File: src/hw/rtl/itoa_pkg.sv
package itoa_pkg;

  typedef enum logic [1:0] {
    ACT_SDEC = 2'd0,
    ACT_UDEC = 2'd1,
    ACT_LHEX = 2'd2,
    ACT_UHEX = 2'd3
  } action_e;

  localparam int unsigned CountW    = 31;
  localparam int unsigned DecW      = 34;  // magnitude width for decimal digit extraction
  localparam int unsigned PosW      = 4;
  localparam logic [PosW-1:0] DecTopPos = 4'd9;
  localparam logic [PosW-1:0] HexTopPos = 4'd15;
  localparam logic [CountW-1:0] CountMax = {CountW{1'b1}};
  localparam logic [7:0] CharZero  = 8'h30;
  localparam logic [7:0] CharMinus = 8'h2d;
  localparam logic [7:0] CharLowA  = 8'h61;
  localparam logic [7:0] CharUpA   = 8'h41;

  typedef struct packed {
    logic load;  // take a new word from the input port
    logic sign;  // emit the minus sign
    logic step;  // process one digit position
  } cmd_t;

  typedef struct packed {
    logic out_free;  // output register can take a character this cycle
    logic in_neg;    // word at the input is a negative signed decimal
    logic last_pos;  // current digit position is the least significant one
  } status_t;

  function automatic logic [DecW-1:0] pow10(input logic [PosW-1:0] pos);
    logic [DecW-1:0] p;
    unique case (pos)
      4'd0:    p = 34'd1;
      4'd1:    p = 34'd10;
      4'd2:    p = 34'd100;
      4'd3:    p = 34'd1000;
      4'd4:    p = 34'd10000;
      4'd5:    p = 34'd100000;
      4'd6:    p = 34'd1000000;
      4'd7:    p = 34'd10000000;
      4'd8:    p = 34'd100000000;
      4'd9:    p = 34'd1000000000;
      default: p = '0;
    endcase
    return p;
  endfunction

  function automatic logic [7:0] digit_char(input logic [3:0] digit, input logic upper);
    logic [7:0] c;
    if (digit < 4'd10) begin
      c = CharZero + {4'b0, digit};
    end else begin
      c = (upper ? CharUpA : CharLowA) + {4'b0, digit} - 8'd10;
    end
    return c;
  endfunction

endpackage

File: src/hw/rtl/integer_to_ascii_formatter_unit.sv
// Integer to ASCII formatter. Each input word carries a number and an action
// (signed 32-bit decimal, unsigned 32-bit decimal, lowercase or uppercase
// 64-bit hex); the block returns its characters most significant first, one
// output word per character, with leading zeros dropped, a single '0' for
// zero and a leading '-' for negative signed values (the most negative value
// prints in full). last_o marks the final character of a number and
// total_count_o carries the running character count since reset, saturating
// at 2^31-1. The word is taken in the idle state, then the digit positions
// are stepped from the top: 10 in decimal (plus a sign step for a negative
// value) and 16 in hex; no new word is taken until the last position is done.
// The digit sequencer handles one position per cycle while the output
// register is free: decimal digits come from a compare against the nine
// multiples of the current power of ten and a subtract, hex digits from a
// nibble shift. Suppressed leading zeros still take a step. The output register
// holds the last character of a number while the next is already being taken.
module integer_to_ascii_formatter_unit (
  input  logic                        clk_i,
  input  logic                        rst_ni,
  input  logic                        in_valid_i,
  output logic                        in_ready_o,
  input  logic [1:0]                  action_i,
  input  logic [63:0]                 number_i,
  output logic                        out_valid_o,
  input  logic                        out_ready_i,
  output logic [7:0]                  character_o,
  output logic                        last_o,
  output logic [itoa_pkg::CountW-1:0] total_count_o
);
  import itoa_pkg::*;

  cmd_t    cmd;
  status_t status;

  // Controller: idle / sign / digit sequencing, stalls on the output register.
  itoa_ctrl u_ctrl (
    .clk_i      (clk_i),
    .rst_ni     (rst_ni),
    .in_valid_i (in_valid_i),
    .in_ready_o (in_ready_o),
    .status_i   (status),
    .cmd_o      (cmd)
  );

  // Datapath: magnitude register, digit extraction, char count, output register.
  itoa_dpath u_dpath (
    .clk_i         (clk_i),
    .rst_ni        (rst_ni),
    .action_i      (action_i),
    .number_i      (number_i),
    .out_ready_i   (out_ready_i),
    .out_valid_o   (out_valid_o),
    .character_o   (character_o),
    .last_o        (last_o),
    .total_count_o (total_count_o),
    .cmd_i         (cmd),
    .status_o      (status)
  );

endmodule

File: src/hw/rtl/itoa_ctrl.sv
module itoa_ctrl (
  input  logic             clk_i,
  input  logic             rst_ni,
  input  logic             in_valid_i,
  output logic             in_ready_o,
  input  itoa_pkg::status_t status_i,
  output itoa_pkg::cmd_t    cmd_o
);
  import itoa_pkg::*;

  typedef enum logic [2:0] {
    ST_IDLE  = 3'b001,
    ST_SIGN  = 3'b010,
    ST_DIGIT = 3'b100
  } state_e;

  state_e state_q, state_d;

  always_comb begin
    state_d    = state_q;
    cmd_o      = '0;
    in_ready_o = 1'b0;
    unique case (state_q)
      ST_IDLE: begin
        in_ready_o = 1'b1;
        if (in_valid_i) begin
          cmd_o.load = 1'b1;
          state_d    = status_i.in_neg ? ST_SIGN : ST_DIGIT;
        end
      end
      ST_SIGN: begin
        if (status_i.out_free) begin
          cmd_o.sign = 1'b1;
          state_d    = ST_DIGIT;
        end
      end
      ST_DIGIT: begin
        if (status_i.out_free) begin
          cmd_o.step = 1'b1;
          if (status_i.last_pos) begin
            state_d = ST_IDLE;
          end
        end
      end
      default: state_d = ST_IDLE;
    endcase
  end

  always_ff @(posedge clk_i or negedge rst_ni) begin
    if (!rst_ni) begin
      state_q <= ST_IDLE;
    end else begin
      state_q <= state_d;
    end
  end

endmodule

File: src/hw/rtl/itoa_dpath.sv
module itoa_dpath (
  input  logic                      clk_i,
  input  logic                      rst_ni,
  input  logic [1:0]                action_i,
  input  logic [63:0]               number_i,
  input  logic                      out_ready_i,
  output logic                      out_valid_o,
  output logic [7:0]                character_o,
  output logic                      last_o,
  output logic [itoa_pkg::CountW-1:0] total_count_o,
  input  itoa_pkg::cmd_t             cmd_i,
  output itoa_pkg::status_t          status_o
);
  import itoa_pkg::*;

  logic [63:0]       mag_q, mag_d;
  logic [PosW-1:0]   pos_q, pos_d;
  logic              hex_q, hex_d;
  logic              upper_q, upper_d;
  logic              started_q, started_d;
  logic [CountW-1:0] cnt_q, cnt_d;
  logic              out_valid_q, out_valid_d;
  logic [7:0]        char_q, char_d;
  logic              last_q, last_d;
  logic [CountW-1:0] total_q, total_d;

  logic [31:0]       low;
  logic [32:0]       neg_mag;
  logic [DecW-1:0]   mag_dec, pw, sub;
  logic [DecW-1:0]   mult [10];
  logic [3:0]        dec_digit, digit;
  logic              emit, out_load;
  logic [CountW-1:0] cnt_inc;

  assign low     = number_i[31:0];
  assign neg_mag = 33'h1_0000_0000 - {1'b0, low};

  // Decimal digit: compare the magnitude against every multiple of the
  // current power of ten and keep the largest one that fits.
  assign mag_dec = mag_q[DecW-1:0];
  assign pw      = pow10(pos_q);

  always_comb begin
    mult[0]   = '0;
    dec_digit = '0;
    for (int k = 1; k < 10; k++) begin
      mult[k] = pw * DecW'(k);
    end
    for (int k = 1; k < 10; k++) begin
      if (mag_dec >= mult[k]) begin
        dec_digit = 4'(k);
      end
    end
  end

  assign sub   = mult[dec_digit];
  assign digit = hex_q ? mag_q[63:60] : dec_digit;
  // Leading zeros are dropped, but the units position always prints.
  assign emit  = started_q || (digit != 4'd0) || (pos_q == '0);

  assign out_load = cmd_i.sign || (cmd_i.step && emit);
  assign cnt_inc  = (cnt_q == CountMax) ? cnt_q : cnt_q + 1'b1;

  always_comb begin
    mag_d     = mag_q;
    pos_d     = pos_q;
    hex_d     = hex_q;
    upper_d   = upper_q;
    started_d = started_q;
    if (cmd_i.load) begin
      hex_d     = action_i[1];
      upper_d   = (action_i == ACT_UHEX);
      started_d = 1'b0;
      pos_d     = action_i[1] ? HexTopPos : DecTopPos;
      if (action_i[1]) begin
        mag_d = number_i;
      end else if ((action_i == ACT_SDEC) && low[31]) begin
        mag_d = {31'b0, neg_mag};
      end else begin
        mag_d = {32'b0, low};
      end
    end else if (cmd_i.step) begin
      started_d = emit;
      pos_d     = pos_q - 1'b1;
      if (hex_q) begin
        mag_d = {mag_q[59:0], 4'b0};
      end else begin
        mag_d = {{(64-DecW){1'b0}}, mag_dec - sub};
      end
    end
  end

  always_comb begin
    out_valid_d = out_valid_q;
    char_d      = char_q;
    last_d      = last_q;
    total_d     = total_q;
    cnt_d       = cnt_q;
    if (out_load) begin
      out_valid_d = 1'b1;
      char_d      = cmd_i.sign ? CharMinus : digit_char(digit, upper_q);
      last_d      = cmd_i.step && (pos_q == '0);
      total_d     = cnt_inc;
      cnt_d       = cnt_inc;
    end else if (out_ready_i) begin
      out_valid_d = 1'b0;
    end
  end

  always_ff @(posedge clk_i or negedge rst_ni) begin
    if (!rst_ni) begin
      out_valid_q <= 1'b0;
      cnt_q       <= '0;
      started_q   <= 1'b0;
    end else begin
      out_valid_q <= out_valid_d;
      cnt_q       <= cnt_d;
      started_q   <= started_d;
    end
  end

  always_ff @(posedge clk_i) begin
    mag_q   <= mag_d;
    pos_q   <= pos_d;
    hex_q   <= hex_d;
    upper_q <= upper_d;
    char_q  <= char_d;
    last_q  <= last_d;
    total_q <= total_d;
  end

  assign status_o.out_free = !out_valid_q || out_ready_i;
  assign status_o.in_neg   = (action_i == ACT_SDEC) && low[31];
  assign status_o.last_pos = (pos_q == '0);

  assign out_valid_o   = out_valid_q;
  assign character_o   = char_q;
  assign last_o        = last_q;
  assign total_count_o = total_q;

endmodule

File: config.mk
export PLATFORM = sky130hd
export DESIGN_NAME = integer_to_ascii_formatter_unit
export DESIGN_NICKNAME = d
export VERILOG_FILES = /design/src/hw/rtl/itoa_pkg.sv /design/src/hw/rtl/integer_to_ascii_formatter_unit.sv /design/src/hw/rtl/itoa_ctrl.sv /design/src/hw/rtl/itoa_dpath.sv
export SDC_FILE = /design/constraint.sdc
export NUM_CORES = 1
export LEC_CHECK = 0
export BUFFER_PORTS_ARGS = -buffer_cell sky130_fd_sc_hd__buf_2
export CAP_MARGIN = 30
export CORE_UTILIZATION = 35
export DETAILED_ROUTE_END_ITERATION = 12
export GPL_TIMING_DRIVEN = 0
export PLACE_DENSITY = 0.59
export SETUP_SLACK_MARGIN = 0.02
export SLEW_MARGIN = 10
export SYNTH_ARGS = -nofsm -noshare
export SYNTH_HDL_FRONTEND = slang
export SYNTH_SLANG_ARGS = --single-unit
File: constraint.sdc
create_clock -name clk_i -period 20.4 [get_ports clk_i]
set_input_delay 3.06 -clock clk_i [delete_from_list [all_inputs] [get_ports clk_i]]
set_output_delay 3.06 -clock clk_i [all_outputs]
set_load 0.05 [all_outputs]
==> run metrics, run 1 <==
worst-path fanout max 10; first-pass detailed-route iteration total 8; total of flip-flops plus latches after synthesis 145; crit-path max cell delay 0.84 ns; Layout Cells excl Fill 3690; hold path endpoint u_dpath.cnt_q[27]; source-to-sink clock delay at the later pin of the worst-skew pair 0.44 ns; Ant. Diodes 0; unrepaired setup endpoints after global routing false; final routed DRC violation total 0; reg-to-reg endpoint u_dpath.mag_q[33]; proportion of layout cells with a drive suffix above 1 0.0825; max-slew violation count 0; total detailed-routing wirelength 89500 um; clock tree sinks 145; placed wire-length estimate after detailed placement 72400 um; worst setup slack for register-to-register paths 5.45 ns; H-tree level count 4; worst-case clock skew 0.0165 ns; # placed instances 3657; Data arrival, critical path 15.14 ns; Setup violations, final 0; Die ar. 0.0664 sq mm; buffers inserted by post-CTS timing repair 0; number of endpoints with negative hold slack in the final report 0; global-route layer with the greatest usage met2; critical path endpoint category flop; vias in the first global route 21.3k; TritonCTS clock tree done; count of cells along the worst register-to-register path 45; layout-stage area growth over the synthesis result 10.2%; cell area after synthesis 0.0229 sq mm; Max Fclk 0.0669 GHz; area used by sequential logic in the layout 0.00418 sq mm; cts bufs inserted 17; initial antenna violation count 1; met1 track demand over resource in global routing 0.350; input/output buffers 110; Relative slew margins 0.343; Initial Utilization 0.355; count of cell types in the netlist 102; FFs w/ async S/R, synth 0.248; number of cells traversed by the worst hold path 1; Worst R2R Start u_dpath.pos_q[1]; run status complete, no violations; ranking of synthesized cells by instance count ha_1 (432), a21oi_1 (236), nand2_1 (172), nor2_1 (160), o21ai_0 (152); overall die width 258 um; hold path startpoint u_dpath.cnt_q[27]; Yosys warning count 0; DR WL/cell 24.2 um; remaining antenna violation count 0; total global-route track usage 0.264; number of enable flip-flop cells after synthesis 109; Placeable Area 0.0645 sq mm; Die Y 258 um; number of instances in the synthesized netlist 2686; path class of the lowest-slack min-delay path reg -> reg; wire length of the first global-routing pass 134000 um; filler cell count in the final layout 6673; required time reported for the critical path endpoint 20.59 ns; time the worst path needs with I/O delays and setup 14.95 ns; slowest stage cell, crit path a21oi_1; footprint of the multi-input gates 0.0179 sq mm; per-cell via count in the routed design 6.04; share of the synthesized area in the top cell type 0.236; GRT Residual Overflow 0; number of nets in the layout 3350; Core Rows 93; maximum number of pins on one net before global-route repair 61; top cells by area, synth ha_1 (24%), edfxtp_1 (14%), a21oi_1 (5.2%); met2 global-route usage 0.425; Synth area leader ha_1; Tightest Pin Transition 0.982 ns; Resized Gates After CTS 0; total I/O pin count 112; CTS clock-pin slew for the worst setup and hold paths 0.08 ns; starting DRC count in detailed routing 1954; fraction of the yosys area taken by sequential cells 0.183; final sum of negative setup slack 0 ns; Net Count, Synth 3214; Most used DFF post-synth edfxtp_1; crit path launch type flop; Root Driver clkbuf_16; critical path class reg -> reg; routing usage on met3 0.0409; most frequent cell after synthesis ha_1; reported max-cap violation count 0; Vias 22.3k; Avg Synthesized Cell Area 8.51 sq um; cts-stage hold buffer count 0; Routability Congestion 0.982; number of buffers on the longest clock path 2; final worst-path cycle share 0.733
worst max path at each step:
stage / startpoint / end / slack [ns] / cells past startpoint
global placement: u_dpath.pos_q[0] / u_dpath.mag_q[33] / 4.42 / 43
CTS: u_dpath.pos_q[1] / u_dpath.mag_q[33] / 6.10 / 45
detailed placement: u_dpath.pos_q[1] / u_dpath.mag_q[33] / 6.17 / 45
floorplan: u_dpath.pos_q[0] / u_dpath.mag_q[33] / 10.10 / 45
global route: u_dpath.pos_q[1] / u_dpath.mag_q[33] / 5.06 / 45
finish: u_dpath.pos_q[1] / u_dpath.mag_q[33] / 5.45 / 45
state kept, by name, summed over array words and instances (netlist names):
signal	cells
u_ctrl.state_q	3
u_dpath.character_o	7
u_dpath.cnt_q	31
u_dpath.hex_q	1
u_dpath.last_o	1
u_dpath.mag_q	64
u_dpath.out_valid_o	1
u_dpath.pos_q	4
u_dpath.started_q	1
u_dpath.total_count_o	31
u_dpath.upper_q	1
cells by family (layout without fill, tap and decap cells):
| group | after synthesis | count (layout) | synth area share |
|---|---|---|---|
| AOI/OAI and AO/OA | 901 | 901 | 0.262 |
| and+or+nand+nor | 737 | 737 | 0.166 |
| adders and majority gates | 459 | 459 | 0.260 |
| buffers and inverters | 208 | 357 | 0.0371 |
| xor gates and xnor gates | 200 | 200 | 0.0766 |
| DFF | 145 | 145 | 0.183 |
| muxes | 35 | 35 | 0.0163 |
| other | 1 | 1 | 0.000164 |
metrics by stage:
stage / util / setup WS (ns) / hold slack (ns) / instance area (sq um)
after global routing: 0.391 / 5.06 / 0.539 / 25200
final: 0.391 / 5.45 / 0.512 / 25200
after detailed placement: 0.382 / 6.17 / 0.503 / 24600
after CTS: 0.391 / 6.10 / 0.517 / 25200
after global placement: 0.380 / 4.42 / 0.490 / 24500
after floorplan: - / 10.10 / 0.465 / 22900
layer usage:
metal,vias to the layer above,share of wire
li1,10600,-
met1,10600,0.44
met2,937,0.45
met3,196,0.070
met4,0,0.045
met5,-,0
critical path, delay by kind of cell, from the launching register on:
family          cells  cell delay (ns)
compound gates     21             7.09
xor+xnor            1             0.29
fa+ha+maj           5             1.48
buf+inv             8             3.06
flops               1             0.53
simple gates       10             2.20
layout make-up:
cell class                 count  share of cell area
clock buffer                  18              0.0174
clock inverter                14             0.00626
buffer                        86              0.0156
multi-input combinational   2333               0.709
sequential                   145               0.166
inverter                     122              0.0182
timing repair buffer         117              0.0251
tap                          855              0.0425
cells in the final DEF (no fill, tap or decap), drive strengths merged, types with 17 or more instances in the layout:
cell / count
fa: 26
clkbuf: 74
a211oi: 55
buf: 147
nor2: 160
o31ai: 26
a22o: 34
nor2b: 27
nor4: 22
mux2: 18
o21a: 35
edfxtp: 109
a21oi: 238
ha: 432
a31oi: 30
xor2: 79
xnor2: 121
nand2: 172
dfrtp: 35
inv: 132
and2: 27
o211ai: 38
o22ai: 17
nand2b: 40
a21o: 105
or3: 24
nand4: 60
o21ai: 159
nand3: 66
and3: 21
mux2i: 17
nor3: 55
Power of run 1 is left out: the tool's default activity adds up to more than one toggle a clock period on the data nets, which glitch-free logic cannot reach.
==> inputs of run 2 (changes only) <==
--- a/config.mk
+++ b/config.mk
@@ -10,7 +10,7 @@
 export CORE_UTILIZATION = 35
 export DETAILED_ROUTE_END_ITERATION = 12
 export GPL_TIMING_DRIVEN = 0
-export PLACE_DENSITY = 0.59
+export PLACE_DENSITY = 0.61
 export SETUP_SLACK_MARGIN = 0.02
 export SLEW_MARGIN = 10
 export SYNTH_ARGS = -nofsm -noshare
==> constraint.sdc (replaced) <==
create_clock -name clk_i -period 13.54 [get_ports clk_i]
set_input_delay 2.031 -clock clk_i [delete_from_list [all_inputs] [get_ports clk_i]]
set_output_delay 2.031 -clock clk_i [all_outputs]
set_load 0.05 [all_outputs]
==> run metrics, run 2 (same netlist as run 1, synthesis figures left out) <==
reported max-cap violation count 0 (unchanged); number of nets in the layout 3352 (+0.060%); slowest stage cell, crit path clkbuf_1; source-to-sink clock delay at the later pin of the worst-skew pair 0.43 ns (about the same); Tightest Pin Transition 1.06 ns (+0.0752 ns); total detailed-routing wirelength 88100 um (-1.5%); crit path launch type flop; TritonCTS clock tree done; per-cell via count in the routed design 6.05 (+0.17%); filler cell count in the final layout 6695 (+0.33%); H-tree level count 4 (unchanged); placed wire-length estimate after detailed placement 71100 um (-1.8%); worst-case clock skew 0.0127 ns (-0.00384 ns); total I/O pin count 112 (unchanged); first-pass detailed-route iteration total 6 (-2); Placeable Area 0.0645 sq mm (unchanged); Relative slew margins 0.289 (-0.0536); layout-stage area growth over the synthesis result 10.4%; number of endpoints with negative hold slack in the final report 0 (unchanged); cts-stage hold buffer count 0 (unchanged); crit-path max cell delay 0.76 ns (-0.08 ns); Initial Utilization 0.355 (unchanged); Die Y 258 um (unchanged); Max Fclk 0.0760 GHz (+14%); final worst-path cycle share 0.972 (+0.239); GRT Residual Overflow 0 (unchanged); CTS clock-pin slew for the worst setup and hold paths 0.07 ns (about the same); proportion of layout cells with a drive suffix above 1 0.0888 (+0.00629); final sum of negative setup slack 0 ns (unchanged); vias in the first global route 21.1k (-1.0%); Ant. Diodes 0 (unchanged); input/output buffers 110 (unchanged); remaining antenna violation count 0 (unchanged); total global-route track usage 0.260 (-0.00407); time the worst path needs with I/O delays and setup 13.16 ns (-1.79 ns); commonest cells after routing, fill and taps aside ha_1 (432), a21oi_1 (233), nand2_1 (167); run status complete, no violations; clock tree sinks 145 (unchanged); cts bufs inserted 17 (unchanged); Routability Congestion 1.04 (+6.0%); Root Driver clkbuf_16; critical path endpoint category flop; maximum number of pins on one net before global-route repair 49 (-20%); Biggest register u_dpath.mag_q; Die ar. 0.0664 sq mm (unchanged); Core Rows 93 (unchanged); path class of the lowest-slack min-delay path reg -> reg; worst-path fanout max 10 (unchanged); Vias 22.3k (+0.23%); wire length of the first global-routing pass 132000 um (-1.3%); Setup violations, final 0 (unchanged); required time reported for the critical path endpoint 13.72 ns (-6.87 ns); starting DRC count in detailed routing 2009 (+2.8%); unrepaired setup endpoints after global routing false; initial antenna violation count 2 (+1); crit path setup slack, layout 0.376 ns (-5.07 ns); max-slew violation count 0 (unchanged); Data arrival, critical path 13.35 ns (-1.79 ns); number of buffers on the longest clock path 2 (unchanged); setup slack after placement -0.279 ns (-6.45 ns); cell repeated most along the worst path ha_1; critical path class reg -> reg; DR WL/cell 23.9 um (-1.6%); most common cell after layout, fill and taps aside ha_1; Largest register FFs 64 (unchanged); final routed DRC violation total 0 (unchanged); overall die width 258 um (unchanged)
run 2: cell types whose count changed in the layout (fill, tap and decap cells not counted), moves of 3 or more:
cell,change
nand2_1,-4
clkbuf_2,+6
clkbuf_1,-7
clkinvlp_4,+3
nand2_2,+4
inv_6,-3
run 2: cell type report:
class | count | area [sq um] | share of cell area
clock inverter | 15 | 146 | 0.00580
multi-input combinational | 2333 | 17900 | 0.710
clock buffer | 17 | 425 | 0.0169
timing repair buffer | 119 | 639 | 0.0253
sequential | 145 | 4180 | 0.165
tap | 855 | 1070 | 0.0424
buffer | 86 | 404 | 0.0160
inverter | 122 | 465 | 0.0184
run 2: timing repair:
action / 4_1_cts / 5_1_grt
resized for setup: 4 / 22
setup buffers: 0 / 1
setup endpoints to repair: 5 / 11
hold endpoints to repair: 0 / 0
run 2: per-stage QoR:
stage / cell area (sq um) / hold slack (ns) / cells / utilization
after CTS: 25200 / 0.504 / 3691 / 0.391
after global routing: 25200 / 0.530 / 3692 / 0.391
final: 25200 / 0.503 / 3692 / 0.391
after detailed placement: 24600 / 0.491 / 3659 / 0.382
after floorplan: 22900 / 0.465 / 2686 / -
after global placement: 24500 / 0.492 / 3651 / 0.380
run 2: worst paths after layout:
path / cells after the start / slack [ns] / endpoint / from
setup / recovery: 45 / 0.38 / u_dpath.mag_q[33] / u_dpath.pos_q[1]
hold / removal: 1 / 0.50 / u_dpath.cnt_q[27] / u_dpath.cnt_q[27]
setup reg to reg: 45 / 0.38 / u_dpath.mag_q[33] / u_dpath.pos_q[1]
hold reg to reg: 1 / 0.50 / u_dpath.cnt_q[27] / u_dpath.cnt_q[27]
max in group asynchronous: 1 / 11.29 / u_dpath.out_valid_o / rst_ni
min in group asynchronous: 1 / 1.70 / u_dpath.cnt_q[18] / rst_ni
run 2: layer usage:
layer | up-vias | wire length (um) | global-route usage
met1 | 10600 | 38400 | 0.350
met2 | 981 | 38500 | 0.404
met3 | 210 | 6750 | 0.0419
met4 | 2 | 4410 | 0.122
met5 | - | 16 | 0
li1 | 10600 | - | -
run 2: worst max-delay path, delay by kind of cell, from the launching register on:
kind	cells	cell delay, ns
flops	1	0.53
buf+inv	7	2.38
simple gates	11	2.45
compound gates	21	5.73
fa+ha+maj	5	1.45
xor+xnor	1	0.35
Power of run 2 is left out for the same reason.
